`src/rtl/cpu_exception_and_perf_monitor_defines.svh`:
```
// Assertion macros for the exception and performance monitor block.
`ifndef CPU_EXCEPTION_AND_PERF_MONITOR_DEFINES_SVH
`define CPU_EXCEPTION_AND_PERF_MONITOR_DEFINES_SVH
`ifndef NO_ASSERTIONS
// Check on every clock edge outside reset.
`define CPM_ASSERT(lbl, prop, msg) \
    lbl: assert property (@(posedge i_clk) disable iff (!i_rst_n) prop) else $error(msg);
// Check on every clock edge, reset included.
`define CPM_ASSERT_ALWAYS(lbl, prop, msg) \
    lbl: assert property (@(posedge i_clk) prop) else $error(msg);
`else
`define CPM_ASSERT(lbl, prop, msg)
`define CPM_ASSERT_ALWAYS(lbl, prop, msg)
`endif
`endif

```
`src/rtl/cpumon_pkg.sv`:
```
// Types, constants and tables shared by the exception and performance monitor.
package cpumon_pkg;

    localparam int NUM_EXC   = 9;
    localparam int CFG_IDX_W = 3;
    localparam int CFG_DATA_W = 7;

    typedef enum logic [1:0] {
        ACT_RAISE     = 2'd0,
        ACT_PERF      = 2'd1,
        ACT_CHECK_ALL = 2'd2,
        ACT_CHECK_EXT = 2'd3
    } t_action;

    typedef enum logic [CFG_IDX_W-1:0] {
        CFG_PMC1_SEL = 3'd0,
        CFG_PMC2_SEL = 3'd1,
        CFG_PMC3_SEL = 3'd2,
        CFG_PMC4_SEL = 3'd3,
        CFG_PMC1_IE  = 3'd4,
        CFG_PMCN_IE  = 3'd5
    } t_cfg_idx;

    // Exception bit positions in the pending register.
    localparam int EXC_ISI     = 0;
    localparam int EXC_PROGRAM = 1;
    localparam int EXC_PERFMON = 7;
    localparam int EXC_EE_LO   = 6;

    // Event select codes.
    localparam logic [6:0] SEL_CYCLES = 7'd1;
    localparam logic [6:0] SEL_EVENTS = 7'd11;

    localparam logic [31:0] SRR1_KEEP = 32'h87C0_FFFF;
    localparam logic [31:0] MSR_CLEAR = 32'h0004_EF36;
    localparam int          MSR_EE_BIT = 15;
    localparam int          MSR_ILE_BIT = 16;
    localparam logic [31:0] ISI_FLAG  = 32'h4000_0000;
    localparam logic [31:0] TRAP_FLAG = 32'h0002_0000;

    // Entry addresses, index 0 (ISI) in the low slot.
    localparam logic [NUM_EXC-1:0][11:0] EXC_VEC = {
        12'h900, 12'hF00, 12'h500, 12'h600, 12'h300,
        12'h800, 12'hC00, 12'h700, 12'h400
    };
    // Set where SRR0 takes the next PC rather than the current PC.
    localparam logic [NUM_EXC-1:0] USE_NPC = 9'b1_1100_0101;

    typedef struct packed {
        t_action     action;
        logic [8:0]  raise_bits;
        logic [31:0] cycle_count;
        logic [31:0] load_store_count;
        logic [31:0] fp_inst_count;
        logic [31:0] current_pc;
        logic [31:0] next_pc;
        logic [31:0] machine_state;
    } t_in;

    typedef struct packed {
        logic        taken;
        logic [11:0] vector;
        logic [31:0] saved_pc;
        logic [31:0] saved_state;
        logic [31:0] new_state;
        logic [8:0]  pending_out;
        logic [31:0] counter1;
        logic [31:0] counter2;
        logic [31:0] counter3;
        logic [31:0] counter4;
    } t_out;

    typedef struct packed {
        logic [6:0] pmc1_select;
        logic [5:0] pmc2_select;
        logic [4:0] pmc3_select;
        logic [4:0] pmc4_select;
        logic       pmc1_int_enable;
        logic       pmcn_int_enable;
    } t_cfg;

    typedef struct packed {
        logic [31:0] c1;
        logic [31:0] c2;
        logic [31:0] c3;
        logic [31:0] c4;
    } t_counters;

    typedef struct packed {
        logic        taken;
        logic [11:0] vector;
        logic [31:0] saved_pc;
        logic [31:0] saved_state;
        logic [31:0] new_state;
        logic [8:0]  pending;
    } t_exc_res;

endpackage

```
`src/rtl/cpu_exception_and_perf_monitor.sv`:
```
// Top level: exception vectoring and performance monitor with a two-register pipeline.
//
//  channel | direction | handshake               | payload
//  --------+-----------+-------------------------+---------------------------
//  in      | input     | i_in_valid / o_in_ready | i_in_data  (t_in)
//  out     | output    | o_out_valid/ i_out_ready| o_out_data (t_out)
//  cfg     | input     | i_cfg_we (no wait)      | i_cfg_index, i_cfg_data
//
//  One item per cycle sustained while the output does not stall.
//  The item sits in the input register, the exception and counter logic works on it
//  there, and the result register catches the answer while the state registers update.
//  Reset clears pending bits, counters, config and both valid flags.
//  A stalled output holds the result register and then the input register; the input
//  register still refills in the cycle the result is taken.
`include "cpu_exception_and_perf_monitor_defines.svh"
module cpu_exception_and_perf_monitor (
    input  logic                                  i_clk,
    input  logic                                  i_rst_n,
    input  logic                                  i_in_valid,
    output logic                                  o_in_ready,
    input  cpumon_pkg::t_in                       i_in_data,
    output logic                                  o_out_valid,
    input  logic                                  i_out_ready,
    output cpumon_pkg::t_out                      o_out_data,
    input  logic                                  i_cfg_we,
    input  logic [cpumon_pkg::CFG_IDX_W-1:0]      i_cfg_index,
    input  logic [cpumon_pkg::CFG_DATA_W-1:0]     i_cfg_data
);

    cpumon_pkg::t_cfg      r_cfg;
    cpumon_pkg::t_in       r_in;
    logic                  r_in_valid;
    cpumon_pkg::t_out      r_out;
    logic                  r_out_valid;
    logic                  adv;
    logic                  perf_hit;
    cpumon_pkg::t_counters cnt;
    cpumon_pkg::t_exc_res  exc;
    logic                  raise_adv;
    logic                  raise_kept;

    // Advance the held item into the result register when that slot is free or draining.
    assign adv        = r_in_valid && (!r_out_valid || i_out_ready);
    assign o_in_ready = !r_in_valid || adv;

    // Configuration registers; indexes past the list are dropped.
    always_ff @(posedge i_clk) begin
        if (!i_rst_n) begin
            r_cfg <= '0;
        end else if (i_cfg_we) begin
            unique case (cpumon_pkg::t_cfg_idx'(i_cfg_index))
                cpumon_pkg::CFG_PMC1_SEL: r_cfg.pmc1_select     <= i_cfg_data[6:0];
                cpumon_pkg::CFG_PMC2_SEL: r_cfg.pmc2_select     <= i_cfg_data[5:0];
                cpumon_pkg::CFG_PMC3_SEL: r_cfg.pmc3_select     <= i_cfg_data[4:0];
                cpumon_pkg::CFG_PMC4_SEL: r_cfg.pmc4_select     <= i_cfg_data[4:0];
                cpumon_pkg::CFG_PMC1_IE:  r_cfg.pmc1_int_enable <= i_cfg_data[0];
                cpumon_pkg::CFG_PMCN_IE:  r_cfg.pmcn_int_enable <= i_cfg_data[0];
                default: ;
            endcase
        end
    end

    // Input register: capture on accept.
    always_ff @(posedge i_clk) begin
        if (!i_rst_n) begin
            r_in_valid <= 1'b0;
        end else if (o_in_ready) begin
            r_in_valid <= i_in_valid;
        end
    end

    always_ff @(posedge i_clk) begin
        if (i_in_valid && o_in_ready) begin
            r_in <= i_in_data;
        end
    end

    cpumon_perf u_perf (
        .i_clk   (i_clk),
        .i_rst_n (i_rst_n),
        .i_adv   (adv),
        .i_in    (r_in),
        .i_cfg   (r_cfg),
        .o_cnt   (cnt),
        .o_hit   (perf_hit)
    );

    cpumon_exc u_exc (
        .i_clk      (i_clk),
        .i_rst_n    (i_rst_n),
        .i_adv      (adv),
        .i_in       (r_in),
        .i_perf_hit (perf_hit),
        .o_res      (exc)
    );

    // Result register: valid drops once taken unless a new item advances.
    always_ff @(posedge i_clk) begin
        if (!i_rst_n) begin
            r_out_valid <= 1'b0;
        end else if (adv) begin
            r_out_valid <= 1'b1;
        end else if (i_out_ready) begin
            r_out_valid <= 1'b0;
        end
    end

    always_ff @(posedge i_clk) begin
        if (adv) begin
            r_out.taken       <= exc.taken;
            r_out.vector      <= exc.vector;
            r_out.saved_pc    <= exc.saved_pc;
            r_out.saved_state <= exc.saved_state;
            r_out.new_state   <= exc.new_state;
            r_out.pending_out <= exc.pending;
            r_out.counter1    <= cnt.c1;
            r_out.counter2    <= cnt.c2;
            r_out.counter3    <= cnt.c3;
            r_out.counter4    <= cnt.c4;
        end
    end

    assign o_out_valid = r_out_valid;
    assign o_out_data  = r_out;

    // A raise that advances must leave all of its bits in the pending set it reports.
    assign raise_adv  = adv && (r_in.action == cpumon_pkg::ACT_RAISE);
    assign raise_kept = ((exc.pending & r_in.raise_bits) == r_in.raise_bits);

    `CPM_ASSERT_ALWAYS(a_reset_empties_out, !i_rst_n |=> !o_out_valid, "result valid after reset")
    `CPM_ASSERT(a_ready_when_out_empty, !r_out_valid |-> o_in_ready, "input stalled, output empty")
    `CPM_ASSERT(a_raise_lands, raise_adv |-> raise_kept, "raised bits missing from pending")

endmodule

```
`src/rtl/cpumon_perf.sv`:
```
// Performance counters: four wrapping counters and the overflow-bit check.
module cpumon_perf (
    input  logic                  i_clk,
    input  logic                  i_rst_n,
    input  logic                  i_adv,
    input  cpumon_pkg::t_in       i_in,
    input  cpumon_pkg::t_cfg      i_cfg,
    output cpumon_pkg::t_counters o_cnt,
    output logic                  o_hit
);

    cpumon_pkg::t_counters r_cnt;
    cpumon_pkg::t_counters n_cnt;
    logic                  perf_act;

    assign perf_act = (i_in.action == cpumon_pkg::ACT_PERF);

    always_comb begin
        n_cnt = r_cnt;
        if (perf_act) begin
            if (i_cfg.pmc1_select == cpumon_pkg::SEL_CYCLES) begin
                n_cnt.c1 = r_cnt.c1 + i_in.cycle_count;
            end
            if (i_cfg.pmc2_select == cpumon_pkg::SEL_CYCLES[5:0]) begin
                n_cnt.c2 = r_cnt.c2 + i_in.cycle_count;
            end else if (i_cfg.pmc2_select == cpumon_pkg::SEL_EVENTS[5:0]) begin
                n_cnt.c2 = r_cnt.c2 + i_in.load_store_count;
            end
            if (i_cfg.pmc3_select == cpumon_pkg::SEL_CYCLES[4:0]) begin
                n_cnt.c3 = r_cnt.c3 + i_in.cycle_count;
            end else if (i_cfg.pmc3_select == cpumon_pkg::SEL_EVENTS[4:0]) begin
                n_cnt.c3 = r_cnt.c3 + i_in.fp_inst_count;
            end
            if (i_cfg.pmc4_select == cpumon_pkg::SEL_CYCLES[4:0]) begin
                n_cnt.c4 = r_cnt.c4 + i_in.cycle_count;
            end
        end
    end

    // Overflow check uses the counts after this update.
    assign o_hit = perf_act &&
                   ((i_cfg.pmc1_int_enable && n_cnt.c1[31]) ||
                    (i_cfg.pmcn_int_enable && (n_cnt.c2[31] | n_cnt.c3[31] | n_cnt.c4[31])));
    assign o_cnt = n_cnt;

    always_ff @(posedge i_clk) begin
        if (!i_rst_n) begin
            r_cnt <= '0;
        end else if (i_adv) begin
            r_cnt <= n_cnt;
        end
    end

endmodule

```
`src/rtl/cpumon_exc.sv`:
```
// Pending-exception register, priority select and exception entry values.
module cpumon_exc (
    input  logic                 i_clk,
    input  logic                 i_rst_n,
    input  logic                 i_adv,
    input  cpumon_pkg::t_in      i_in,
    input  logic                 i_perf_hit,
    output cpumon_pkg::t_exc_res o_res
);

    localparam int N = cpumon_pkg::NUM_EXC;

    logic [N-1:0] r_pending;
    logic [N-1:0] n_pending;
    logic [N-1:0] elig;
    logic [N-1:0] sel_oh;
    logic         check;
    logic         ee;
    logic [11:0]  vec;
    logic         use_npc;
    logic [31:0]  msr;

    assign msr   = i_in.machine_state;
    assign ee    = msr[cpumon_pkg::MSR_EE_BIT];
    assign check = (i_in.action == cpumon_pkg::ACT_CHECK_ALL) ||
                   (i_in.action == cpumon_pkg::ACT_CHECK_EXT);

    always_comb begin
        elig = '0;
        if (i_in.action == cpumon_pkg::ACT_CHECK_ALL) begin
            elig[cpumon_pkg::EXC_EE_LO-1:0] = r_pending[cpumon_pkg::EXC_EE_LO-1:0];
        end
        if (check && ee) begin
            elig[N-1:cpumon_pkg::EXC_EE_LO] = r_pending[N-1:cpumon_pkg::EXC_EE_LO];
        end
    end

    // Lowest set bit has the highest priority.
    assign sel_oh = elig & (~elig + {{(N-1){1'b0}}, 1'b1});

    always_comb begin
        vec = '0;
        for (int i = 0; i < N; i++) begin
            if (sel_oh[i]) begin
                vec = vec | cpumon_pkg::EXC_VEC[i];
            end
        end
    end

    assign use_npc = |(sel_oh & cpumon_pkg::USE_NPC);

    always_comb begin
        n_pending = r_pending;
        case (i_in.action)
            cpumon_pkg::ACT_RAISE: n_pending = r_pending | i_in.raise_bits;
            cpumon_pkg::ACT_PERF: begin
                if (i_perf_hit) begin
                    n_pending[cpumon_pkg::EXC_PERFMON] = 1'b1;
                end
            end
            default: n_pending = r_pending & ~sel_oh;
        endcase
    end

    always_comb begin
        o_res.taken       = |sel_oh;
        o_res.vector      = vec;
        o_res.saved_pc    = '0;
        o_res.saved_state = '0;
        o_res.new_state   = msr;
        o_res.pending     = n_pending;
        if (|sel_oh) begin
            o_res.saved_pc    = use_npc ? i_in.next_pc : i_in.current_pc;
            o_res.saved_state = (msr & cpumon_pkg::SRR1_KEEP)
                              | (sel_oh[cpumon_pkg::EXC_ISI] ? cpumon_pkg::ISI_FLAG : 32'h0)
                              | (sel_oh[cpumon_pkg::EXC_PROGRAM] ? cpumon_pkg::TRAP_FLAG : 32'h0);
            o_res.new_state   = {msr[31:1], msr[0] | msr[cpumon_pkg::MSR_ILE_BIT]}
                              & ~cpumon_pkg::MSR_CLEAR;
        end
    end

    always_ff @(posedge i_clk) begin
        if (!i_rst_n) begin
            r_pending <= '0;
        end else if (i_adv) begin
            r_pending <= n_pending;
        end
    end

endmodule
```
`config.mk`:
```
export PLATFORM = sky130hd
export DESIGN_NAME = cpu_exception_and_perf_monitor
export DESIGN_NICKNAME = d
export VERILOG_FILES = /design/src/rtl/cpumon_pkg.sv /design/src/rtl/cpu_exception_and_perf_monitor.sv /design/src/rtl/cpumon_perf.sv /design/src/rtl/cpumon_exc.sv
export VERILOG_INCLUDE_DIRS = /design/src /design/src/rtl
export SDC_FILE = /design/constraint.sdc
export NUM_CORES = 1
export LEC_CHECK = 0
export BUFFER_PORTS_ARGS = -buffer_cell sky130_fd_sc_hd__clkbuf_2
export CAP_MARGIN = 20
export CELL_PAD_IN_SITES_DETAIL_PLACEMENT = 1
export CELL_PAD_IN_SITES_GLOBAL_PLACEMENT = 1
export CORE_MARGIN = 10
export CORE_UTILIZATION = 49
export DETAILED_ROUTE_END_ITERATION = 8
export GPL_TIMING_DRIVEN = 1
export PLACE_DENSITY_LB_ADDON = 0.1
export RECOVER_POWER = 25
export SYNTH_ARGS = -nofsm -noshare
export SYNTH_HDL_FRONTEND = slang
export SYNTH_SLANG_ARGS = --single-unit
```
`constraint.sdc`:
```
create_clock -name i_clk -period 17.4 [get_ports i_clk]
set_input_delay 1.74 -clock i_clk [delete_from_list [all_inputs] [get_ports i_clk]]
set_output_delay 1.74 -clock i_clk [all_outputs]
set_load 0.03 [all_outputs]
```
# ---- Yosys cells after proc, flatten, opt, wreduce, memory -nomap -nowiden
# Cells that the tools add are included.
# W data, S select, Z words.
dict set report word_totals {
  ff_bits 613
  latch_bits 0
  ram_bits 0
  mem_bits_ro 0
  input_bits 218
  output_inout_bits 248
  elab_cells 117
  memories 0
}
dict set report op_classes {
  n_addsub 7
  multipliers 0
  div_mod_pow 0
  magnitude_cmp 0
  n_eq_ne 14
  shifts 0
  n_mux 27
  bitwise_logic 10
  reduce_logical 25
}
# op count
set op_table {}
lappend op_table {{$mux W32} 7}
lappend op_table {{$add A32 B32 Y32} 6}
lappend op_table {{$mux W128} 1}
lappend op_table {{$mux W11} 5}
lappend op_table {{$or A32 B18 Y32} 1}
lappend op_table {{$or A32 B31 Y32} 1}
lappend op_table {{$mux W31} 1}
lappend op_table {{$mux W12} 2}
lappend op_table {{$and A9 B9 Y9} 2}
lappend op_table {{$mux W18} 1}
lappend op_table {{$not A9 Y9} 2}
lappend op_table {{$pmux W7 S2} 1}
lappend op_table {{$reduce_and A2 Y1} 6}
lappend op_table {{$eq A5 B1 Y1 const B} 2}
lappend op_table {{$mux W10} 1}
lappend op_table {{$add A9 B1 Y9 const B} 1}
lappend op_table {{$or A9 B9 Y9} 1}
lappend op_table {{$reduce_or A9 Y1} 1}
lappend op_table {{$eq A7 B1 Y1 const B} 1}
lappend op_table {{$eq A3 B2 Y1 const B} 2}
lappend op_table {{$eq A3 B3 Y1 const B} 2}
lappend op_table {{$eq A6 B1 Y1 const B} 1}
lappend op_table {{$eq A6 B4 Y1 const B} 1}
lappend op_table {{$logic_and A1 B1 Y1} 6}
lappend op_table {{17 further kinds} 28}

# ---- Logic depth before layout (Yosys ltp)
dict set report logic_depth {
  word_depth 15
  mapped_depth 13
  depth_no_buf 12
}

# ---- By module
# From an unflattened synthesis, not the netlist that was laid out.
dict set report unflattened {
  hier_cells 2924
  hier_area_um2 32094.5
}
# module n_inst cells_per_inst area_per_inst_um2 seq_area_each_um2
set modules_own_cells {}
lappend modules_own_cells {cpumon_perf 1 2154 15899.0 2562.5}
lappend modules_own_cells {cpu_exception_and_perf_monitor 1 553 14560.2 14023.4}
lappend modules_own_cells {cpumon_exc 1 217 1635.3 180.2}

# ---- Least setup slack after synthesis
# OpenSTA, ideal clock, no wires.
dict set report synth_path {
  path_kind {input to register}
  start {in i_out_ready}
  end {reg r_out (netlist bit o_out_data[0]), enable pin}
  setup_time_ns 0.684
  arrival_time_ns 8.715
  required_ns 16.716
  slack_ns 8.001
  path_stages 5
  n_path_buf 2
  path_cell_list {nor2b_1 nand2b_1 inv_1 clkbuf_1 clkbuf_1}
}
dict set report synth_via {
  elab_chain_len 2
}
# element line_no
set synth_lines {}
lappend synth_lines {{start, declared} cpu_exception_and_perf_monitor.sv:23} ;# input logic i_out_ready,
lappend synth_lines {{$logic_or A1 B1 Y1} cpu_exception_and_perf_monitor.sv:43} ;# assign adv = r_in_valid && (!r_out_valid || i_out_ready);
lappend synth_lines {{$logic_and A1 B1 Y1} cpu_exception_and_perf_monitor.sv:43}
lappend synth_lines {{via adv} cpu_exception_and_perf_monitor.sv:35} ;# logic adv;
lappend synth_lines {{end, declared} cpu_exception_and_perf_monitor.sv:33} ;# cpumon_pkg::t_out r_out;
# The timed path passes the listed nets, and every way through them passes these cells.
# A chain may end at the register's enable or synchronous reset.

==> tab_implementation.tex <==
\begin{tabular}{lr}
\hline
Metric & Value \\
\hline
\multicolumn{2}{l}{\textbf{Synthesis}} \\
\quad Async set-or-reset flop fraction in the synthesized netlist & 0 \\
\quad Count of flip-flops with a built-in enable after synthesis & about 430 \\
\quad Register bit total from synthesis & 597 \\
\quad Share of the yosys chip area belonging to registers & 0.525 \\
\quad Prevailing post-synth register cell & sky130\_fd\_sc\_hd\_\_edfxtp\_1 \\
\quad Cells after synthesis & about 2,900 \\
\quad Count of different cell masters after synthesis & 90 \\
\quad Mean instance size in the synthesized netlist & 10.7 um2 \\
\quad Cell area after technology mapping & 0.0310 mm2 \\
\quad Ys Warns & 0 \\
\multicolumn{2}{l}{\textbf{Timing}} \\
\quad Setup repair after global routing missed its margin & false \\
\quad Total negative slack for setup checks & 0 ns \\
\quad Worst slew margin relative to its limit & -0.921 \\
\quad Number of max-slew violations in the final report & approximately 240 \\
\quad Worst setup skew after layout & 0.0334 ns \\
\quad Final count of hold timing violations & 0 \\
\quad Slew at the pin closest to its max-slew limit & 2.88 ns \\
\quad Share of the cycle needed by the critical path after routing & 0.513 \\
\quad Post-route minimum period & roughly 8.9 ns \\
\quad Highest clock rate & roughly 110 MHz \\
\quad Worst hold margin & 0.422 ns \\
\quad Final Setup Violations & 0 \\
\multicolumn{2}{l}{\textbf{Run status}} \\
\quad Result of the run & finished, violations left \\
\quad Failing checks & capacitance limit, slew limit \\
\multicolumn{2}{l}{\textbf{Hold path}} \\
\quad End of the worst hold path & o\_out\_data[154] \\
\quad Hold-critical path depth & 0 \\
\quad Class of the tightest hold or removal check & reg -> reg \\
\quad Launch point of the worst hold path & r\_in[17] \\
\multicolumn{2}{l}{\textbf{Clocking}} \\
\quad CTS Hold Buffers Added & 0 \\
\quad Total CTS buffers & 67 \\
\quad Count of instances resized after the clock tree is built & 0 \\
\quad Deepest level of the CTS H-tree & 3 \\
\quad Clock slew at reported path FFs & 0.06 ns \\
\quad Buffer cell driving the clock tree root & sky130\_fd\_sc\_hd\_\_clkbuf\_16 \\
\quad Clock latency reported for the late side of the worst-skew pair & 0.63 ns \\
\quad Post CTS Setup Buffer Count & 0 \\
\quad CTS tree & built \\
\quad Maximum number of buffers from clock root to sink & 3 \\
\quad Number of sinks handled by clock tree synthesis & 597 \\
\multicolumn{2}{l}{\textbf{Power and ir drop}} \\
\quad Standby leakage power & 14.8 nW \\
\quad Switching power summed over all nets & 911 uW \\
\quad Relative contribution of the clock network to total power & 0.416 \\
\quad Cell-internal power & 2.51 mW \\
\quad Pwr Density & 94.6 mW/mm2 \\
\quad Worst supply voltage drop on vdd & 0.0000879 V \\
\quad Power after layout & 3.43 mW \\
\quad Fraction of power consumed by combinational cells & 0.105 \\
\quad Proportion of power drawn by flip-flops and latches & 0.479 \\
\quad Switching power as a share of total power & 0.266 \\
\multicolumn{2}{l}{\textbf{Layout}} \\
\quad Area growth from synthesis to final layout & 16.8\% \\
\quad Fraction of final layout cells with drive strength greater than 1 & 0.172 \\
\quad Leading cell types in the layout, fill and taps excluded & 433 x sky130\_fd\_sc\_hd\_\_edfxtp\_1, 413 x sky130\_fd\_sc\_hd\_\_clkbuf\_2, 314 x sky130\_fd\_sc\_hd\_\_nand2\_1 \\
\quad Final cell area excluding filler cells & 0.0362 mm2 \\
\quad Core Util, Final & 0.576 \\
\quad Layout fillers & 6,935 \\
\quad Number of nets in the layout & 3,745 \\
\quad Leading cell type in the layout, fill and taps excluded & sky130\_fd\_sc\_hd\_\_edfxtp\_1 \\
\multicolumn{2}{l}{\textbf{Die}} \\
\quad Core Rows & 92 \\
\quad Die height & 272 um \\
\quad Core box area & 0.0629 mm2 \\
\quad Horizontal die dimension & 272 um \\
\quad Boundary Pins & around 470 \\
\quad Full die area & 0.0737 mm2 \\
\quad Starting density of the core & 0.493 \\
\multicolumn{2}{l}{\textbf{Worst setup path}} \\
\quad R2r setup slk & 11.32 ns \\
\quad Largest stage delay on the critical path & between 3 and 4 ns \\
\quad Cell Chain, Critical Path & clkbuf\_2, clkbuf\_1, clkinvlp\_2, buf\_4, a311oi\_1, a31oi\_1, a21oi\_1 \\
\quad Crit-path max FO & 71 \\
\quad Critical register-to-register path startpoint & r\_in[201] \\
\quad Class of the most critical setup path & in -> reg \\
\quad Terminus of the critical flop-to-flop path & u\_perf.r\_cnt[125] \\
\quad Reg2reg path depth & 9 \\
\quad Critical path data arrival time & 9.46 ns \\
\quad Kind of capture point of the worst setup path & flop \\
\quad Crit path max-delay cell type & sky130\_fd\_sc\_hd\_\_clkinvlp\_2 \\
\quad Type of element launching the critical path & primary input \\
\quad Req. time, crit path & 17.93 ns \\
\multicolumn{2}{l}{\textbf{GRT}} \\
\quad Maximum number of pins on one net before global-route repair & 83 \\
\quad GRT Overall Usage & 0.282 \\
\quad Global route overflow & 0 \\
\quad Wire length of the first global-routing pass & between 150,000 and 200,000 um \\
\quad Number of global-route vias before repair & 26,700 \\
\quad Number of antenna violations at the first check in global routing & 14 \\
\multicolumn{2}{l}{\textbf{Placement}} \\
\quad Dpl hpwl & 77,800 um \\
\quad Global placement routability congestion & 0.907 \\
\quad Cell area reported after detailed placement & 0.0340 mm2 \\
\quad Number of buffers inserted by port buffering & 449 \\
\multicolumn{2}{l}{\textbf{Drt}} \\
\quad Initial DRT Pass Iterations & 7 \\
\quad Detailed-route via count & 25,400 \\
\quad Via density per instance & 5.97 \\
\quad Count of antenna-violating nets left after detailed routing & 0 \\
\quad Overall routed net length & around 110,000 um \\
\quad Detailed router's first-iteration violation count & 1,869 \\
\quad Detailed-route wire length per cell & 25.3 um \\
\quad Drc violations & 0 \\
\multicolumn{2}{l}{\textbf{Job}} \\
\quad MaxCap Viol Count & 5 \\
\hline
\end{tabular}
==> logic make-up (layout without fill, tap and decap cells) <==
group / count (synthesis) / after routing / share of synthesized area
fa+ha+maj: 192 / 192 / 0.0789
other cells: 1 / 29 / 0.000121
compound gates: 863 / 863 / 0.177
simple gates: 825 / 825 / 0.120
xor+xnor: 159 / 159 / 0.0449
mux: 85 / 85 / 0.0283
buf+inv: 189 / 653 / 0.0250
flops: 597 / 597 / 0.525
==> metal layers <==
layer	up-vias	wire (um)	track usage
met5	-	0	0
met4	0	5690	0.153
met3	221	6140	0.0461
met2	821	53800	0.487
met1	12600	42000	0.332
li1	11700	-	-
==> stage by stage <==
| stage | setup slack (ns) | cells |
|---|---|---|
| 6_report | 8.48 | 4249 |
| 5_1_grt | 8.22 | 4249 |
| 4_1_cts | 12.81 | 4235 |
| 3_5_place_dp | 12.17 | 4111 |
| 3_3_place_gp | 12.33 | 4111 |
| 2_1_floorplan | 8.00 | 2926 |
==> synth_stat cells (all sizes together), types with 23 or more instances <==
cell / count / area, um2
ha: 186 / 2330
nand4: 26 / 163
inv: 56 / 210
xnor2: 103 / 902
mux2i: 63 / 631
o21a: 23 / 173
a21oi: 269 / 1350
xor2: 56 / 490
buf: 31 / 181
nor2: 230 / 863
clkbuf: 102 / 383
edfxtp: 433 / 13000
nor2b: 31 / 194
nor3: 45 / 225
nand2: 314 / 1180
or3: 24 / 150
a211oi: 29 / 223
o21bai: 28 / 210
nand3: 54 / 270
a31oi: 31 / 200
a21o: 93 / 698
o211ai: 28 / 210
and3: 31 / 194
o22ai: 27 / 169
o21ai: 194 / 975
dfxtp: 164 / 3280
==> registers in the layout (all words and copies together) (netlist names) <==
| name | flops |
|---|---|
| r_in | 203 |
| o_out_data | 230 |
| r_in_valid | 1 |
| r_cfg | 25 |
| u_perf.r_cnt | 128 |
| o_out_valid | 1 |
| u_exc.r_pending | 9 |
==> final cells by class <==
cell class              count  area (um2)  area share
well taps                 846        1060      0.0292
multi-input cells        2140       14000       0.388
repair buffers            473        2360      0.0653
inverters                  56         219     0.00605
diodes                     13        32.5    0.000899
clock inverters            35         345     0.00954
clock buffers              89        1850      0.0512
flip-flops and latches    597       16300       0.450
==> power groups by stage <==
stage / Clock, mW / Sequential, mW / Combinational (mW)
after CTS: 1.45 / 1.64 / 0.360
after global routing: 1.51 / 1.64 / 0.391
final: 1.43 / 1.64 / 0.360
after floorplan: 0 / 1.70 / 0.197
after detailed placement: 0 / 1.67 / 0.356
after global placement: 0 / 1.66 / 0.342
==> worst max path at each step <==
stage	start	end	slack, ns	cells after the start
5_1_grt	i_rst_n	u_exc.r_pending[7]	8.22	7
6_report	i_rst_n	u_exc.r_pending[7]	8.48	7
4_1_cts	i_out_ready	u_perf.r_cnt[41]	12.81	8
2_1_floorplan	i_out_ready	o_out_data[0]	8.00	5
3_5_place_dp	i_out_ready	u_perf.r_cnt[41]	12.17	8
3_3_place_gp	i_out_ready	u_perf.r_cnt[41]	12.33	8
==> worst max-delay path: cells and delay by family <==
kind / cells / cell delay [ns]
buffers and inverters: 4 / 6.87
AO/OA/AOI/OAI: 3 / 0.68
Power figures use the tool's default switching activity.
